File: src/evs_pkg.sv
// types, constants and helpers shared by the event sequencer modules
package evs_pkg;

  typedef enum logic [2:0] {
    CMD_TICK      = 3'd0,
    CMD_PLAY_MUS  = 3'd1,
    CMD_STOP_MUS  = 3'd2,
    CMD_PLAY_EFF  = 3'd3,
    CMD_LOAD      = 3'd4,
    CMD_NOTE_MIX  = 3'd5,
    CMD_READ_MIX  = 3'd6,
    CMD_NOP       = 3'd7
  } cmd_e;

  typedef enum logic [16:0] {
    ST_IDLE    = 17'h00001,
    ST_M_CHK   = 17'h00002,
    ST_M_N     = 17'h00004,
    ST_M_OFF0  = 17'h00008,
    ST_M_OFF1  = 17'h00010,
    ST_M_LWAIT = 17'h00020,
    ST_W_REG   = 17'h00040,
    ST_W_VAL   = 17'h00080,
    ST_W_END   = 17'h00100,
    ST_W_WAIT  = 17'h00200,
    ST_STOP    = 17'h00400,
    ST_E_CHK   = 17'h00800,
    ST_E_N     = 17'h01000,
    ST_E_END0  = 17'h02000,
    ST_E_END1  = 17'h04000,
    ST_REPORT  = 17'h08000,
    ST_FLUSH   = 17'h10000
  } state_e;

  typedef struct packed {
    logic       kind;
    logic [7:0] chip_register;
    logic [7:0] chip_value;
    logic [7:0] mixer_report;
  } res_t;

  typedef struct packed {
    logic push_rdy;
    logic hold_v;
  } emit_stat_t;

  localparam logic       KIND_WRITE  = 1'b0;
  localparam logic       KIND_REPORT = 1'b1;
  localparam logic [7:0] REG_MIXER   = 8'd7;
  localparam logic [7:0] REG_AMP_A   = 8'd8;
  localparam logic [7:0] REG_AMP_B   = 8'd9;
  localparam logic [7:0] REG_AMP_C   = 8'd10;
  localparam logic [7:0] MIX_RESET   = 8'h3F;
  localparam logic [7:0] CBITS_MASK  = 8'h24;
  localparam logic [7:0] CBITS_KEEP  = 8'hDB;
  localparam logic [7:0] BIT6_CLEAR  = 8'hBF;
  localparam logic [7:0] N_END       = 8'h00;
  localparam logic [7:0] N_LOOP      = 8'hFF;

  // mixer merge: bit 6 cleared, channel c bits owned by a running effect
  function automatic logic [7:0] mix_merge(input logic [7:0] val, input logic eff_on,
                                           input logic [7:0] cbits);
    logic [7:0] v;
    v = val & BIT6_CLEAR;
    if (eff_on) begin
      v = (v & CBITS_KEEP) | (cbits & CBITS_MASK);
    end
    return v;
  endfunction

endpackage

File: src/evs_emit.sv
// result holding stage and output register, marks the last beat on flush
module evs_emit (
  input  logic                clk_i,
  input  logic                rst_ni,
  input  logic                push_i,
  input  evs_pkg::res_t       push_beat_i,
  input  logic                flush_i,
  output evs_pkg::emit_stat_t stat_o,
  output logic                out_valid_o,
  input  logic                out_stall_i,
  output evs_pkg::res_t       out_beat_o,
  output logic                out_last_o
);
  import evs_pkg::*;

  logic hold_v_q, hold_v_d;
  res_t hold_q;
  logic out_v_q, out_v_d;
  res_t out_q;
  logic last_q;
  logic slot_free, push_ok, flush_ok, load_out;

  assign slot_free = !out_v_q || !out_stall_i;
  assign push_ok   = push_i && (!hold_v_q || slot_free);
  assign flush_ok  = flush_i && hold_v_q && slot_free;
  assign load_out  = (push_ok && hold_v_q) || flush_ok;

  always_comb begin
    hold_v_d = hold_v_q;
    out_v_d  = out_v_q;
    if (out_v_q && !out_stall_i) begin
      out_v_d = 1'b0;
    end
    if (load_out) begin
      out_v_d = 1'b1;
    end
    if (push_ok) begin
      hold_v_d = 1'b1;
    end else if (flush_ok) begin
      hold_v_d = 1'b0;
    end
  end

  always_ff @(posedge clk_i or negedge rst_ni) begin
    if (!rst_ni) begin
      hold_v_q <= 1'b0;
      out_v_q  <= 1'b0;
    end else begin
      hold_v_q <= hold_v_d;
      out_v_q  <= out_v_d;
    end
  end

  always_ff @(posedge clk_i) begin
    if (push_ok) begin
      hold_q <= push_beat_i;
    end
    if (load_out) begin
      out_q  <= hold_q;
      last_q <= flush_ok;
    end
  end

  assign stat_o.push_rdy = !hold_v_q || slot_free;
  assign stat_o.hold_v   = hold_v_q;
  assign out_valid_o     = out_v_q;
  assign out_beat_o      = out_q;
  assign out_last_o      = last_q;
endmodule

File: config.mk
export PLATFORM = sky130hd
export DESIGN_NAME = evs_emit
export DESIGN_NICKNAME = d
export VERILOG_FILES = /design/src/evs_pkg.sv /design/src/evs_emit.sv
export SDC_FILE = /design/constraint.sdc
export NUM_CORES = 1
export LEC_CHECK = 0
export BUFFER_PORTS_ARGS = -buffer_cell sky130_fd_sc_hd__buf_2
export CAP_MARGIN = 5
export CORE_MARGIN = 5
export CORE_UTILIZATION = 43
export DETAILED_ROUTE_END_ITERATION = 7
export PLACE_DENSITY_LB_ADDON = 0.08
export SYNTH_ARGS = -nofsm -noshare
export SYNTH_HDL_FRONTEND = slang
export SYNTH_SLANG_ARGS = --single-unit
File: constraint.sdc
create_clock -name clk_i -period 2.2 [get_ports clk_i]
set_clock_uncertainty 0.15 [all_clocks]
set_input_delay 0.33 -clock clk_i [delete_from_list [all_inputs] [get_ports clk_i]]
set_output_delay 0.33 -clock clk_i [all_outputs]
set_load 0.02 [all_outputs]
==> summary.txt <==
Run status
  • Status: completed

Synthesis
  • Synth Area in XOR/XNOR: 0
  • EDFF count, synth: 51
  • Post-Synth Simple-Gate Area: 0.0176
  • Post-Syn Area per Cell: ~26 sq um
  • Top-count cell post-synth: edfxtp_1
  • Synth Area in Compound Gates: 0.00993
  • Synthesized flop and latch total: 53
  • Post-Syn Instances: 64
  • Commonest cells in the netlist: edfxtp_1, dfrtp_1, nand2_1
  • Post-synthesis mux area share: 0
  • Post-synthesis sequential area ratio: 0.966
  • Cell accounting for the most synthesized area: edfxtp_1
  • Main synth FF type: edfxtp_1
  • Mapped cell area: roughly 1600 sq um
  • Post-synth ARST share: 0.0377
  • Yosys Warn Count: 0
  • Main combinational cell family by area after synthesis: simple AND/OR/NAND/NOR gates
  • Synth Area in Adders: 0
  • Top cell type's share of synthesized area: 0.935
  • Netlist cell types: 12
  • Area contributors post-synth: edfxtp_1, dfrtp_1, buf_4
  • Syn Nets: 94

Power and ir drop
  • Logic pwr share: 0.102
  • Leak: between 0.8 and 0.9 nW
  • Clock share of power: 0.253
  • Sw frac: 0.221
  • Max rail drop VDD: 0.495 mV
  • Pwr/cell area: approximately 900 nW/um^2
  • Sw power: about 0.42 mW
  • Internal power: 1.48 mW
  • Flop pwr share: 0.646
  • Tot Pwr: between 1.5 and 2 mW

Timing
  • Tmin final: about 1.5 ns
  • Relative slew slack: 0.768
  • Final setup margin: around 0.71 ns
  • Hold Vio Cnt, Final: 0
  • Peak Freq: 670 MHz
  • Hold_ws: ~0.061 ns
  • Least-Margin Pin Slew: roughly 0.35 ns
  • Fin crit share: 0.678
  • Setup TNS: 0 ns
  • RSZ-0062 raised after global routing: no
  • Pins over their slew limit: 0
  • Final Setup Violations: 0

Global routing
  • Pin count of the biggest net entering global routing: 27
  • First-pass GRT wire length: roughly 3800 microns
  • Initial antenna violation count: 0
  • Vias in the first global route: 778
  • GRT overflow: 0
  • GRT Total Usage: 0.101

Cells and area
  • Share of cells above drive strength 1: 0.511
  • Fillers: 302
  • Area grow syn2layout: 27.6%
  • Nets@finish: approximately 160
  • # diodes: 0
  • Final Non-Filler Cells: 179

Routing
  • Via count: approximately 780
  • Total wire length: 2410 microns
  • Pre-antenna DRT Iters: 4
  • DR DRC count: 0
  • Vias per cell: about 4.4
  • Antenna viol nets, final: 0
  • Drt first-iter violations: just under 60
  • Wire per inst: 13.5 microns

Clock network
  • Clock H-tree levels: 2
  • Root Driver: clkbuf_8
  • Post-CTS sizing: 0
  • Hold-fix buffers at CTS: 1
  • Clock Sink Count: 53
  • Clk buf depth: 2
  • CTS tree: done
  • Clk pin slew, worst setup/hold paths: 0.08 ns
  • Clock Latency Late Sink: 0.29 ns
  • Num CTS Buffers: 5
  • Setup bufs post-CTS: 0

Run
  • Maxcap violations: 0

Placement
  • Place WS: between 0.6 and 0.7 ns
  • Dpl hpwl: roughly 1800 microns
  • Dpl cells: between 150 and 200
  • GP Congestion: just under 0.8
  • Port-buffer cells: 58

Setup path
  • Worst Path Arrival: between 1 and 1.5 ns
  • Crit-path max FO: 26
  • Worst setup path class: reg2reg
  • Critical path capture point type: register
  • CP required: just over 2 ns
  • CP Launch Type: register

Floorplan
  • Die Wd: between 70 and 80 microns
  • Die ar.: a little over 5000 sq um
  • Initial core utilization: 0.444
  • # IOs: 59
  • Rows: 22
  • Core area: roughly 3700 sq um
  • DIE HEIGHT: just over 70 microns

Worst hold path
  • Hold Path Class: in2reg
-- state kept, by name, indices dropped and copies added, names as in the netlist --
register / flops
out_beat_o: 25
out_valid_o: 1
out_last_o: 1
hold_q: 25
hold_v_q: 1
-- layer usage --
metal / GRT usage / wire, microns
met5: 0 / 0
met4: 0.0376 / 40
met3: 0.0561 / 241
met2: 0.168 / 1240
met1: 0.107 / 886
-- critical path: stages, from the launching register on --
cell and delay (ns):
dfrtp_1 0.40, o21ai_0 0.17, a21oi_2 0.13, buf_4 0.32
-- cells by family after synthesis --
group,count (synthesis)
buffers and inverters,2
AOI/OAI and AO/OA,3
DFF,53
and+or+nand+nor,6
-- power groups by stage --
stage / logic [mW] / registers (mW) / clock network, mW
final: 0.194 / 1.23 / 0.481
after CTS: 0.199 / 1.23 / 0.504
after floorplan: 0.0453 / 1.31 / 0
after global placement: 0.194 / 1.25 / 0
after global routing: 0.209 / 1.24 / 0.551
after detailed placement: 0.197 / 1.26 / 0
-- final timing paths --
kind | start | end | slack (ns) | cells past startpoint
worst max-delay path | hold_v_q | out_beat_o[6] | 0.71 | 3
worst min-delay path | push_beat_i[14] | hold_q[14] | 0.06 | 1
worst max register to register | hold_v_q | out_beat_o[6] | 0.71 | 3
worst min register to register | hold_q[18] | out_beat_o[18] | 0.27 | 0
max in group asynchronous | rst_ni | hold_v_q | 1.60 | 2
min in group asynchronous | rst_ni | out_valid_o | 0.21 | 2
-- area by class of cell --
class                           instances  area, sq um  share of cell area
Clock buffer                            5         68.8              0.0329
Clock inverter                          2         11.3             0.00539
Inverter                                1         3.75             0.00180
Multi-Input combinational cell          9         48.8              0.0234
Sequential cell                        53         1580               0.757
Tap cell                               48         60.1              0.0287
Timing Repair Buffer                   61          315               0.151
-- cells in the final DEF (no fill, tap or decap), drive strengths merged --
cell,synthesis,final
buf,1,60
edfxtp,51,51
clkbuf,0,5
nand2,2,2
dfrtp,2,2
nand3,1,1
and2,1,1
and3,1,1
o21ai,1,1
a21oi,1,1
inv,1,1
nor2,1,1
a31oi,1,1
clkinvlp,0,1
clkinv,0,1
dlygate4sd3,0,1
-- metrics by stage --
step / area, sq um / util
final: 2090 / 0.566
after global routing: 2090 / 0.566
after CTS: 2090 / 0.566
after detailed placement: 2000 / 0.542
after global placement: 2000 / 0.542
after floorplan: 1640 / -
No activity file was read; power rests on OpenSTA's default activity.
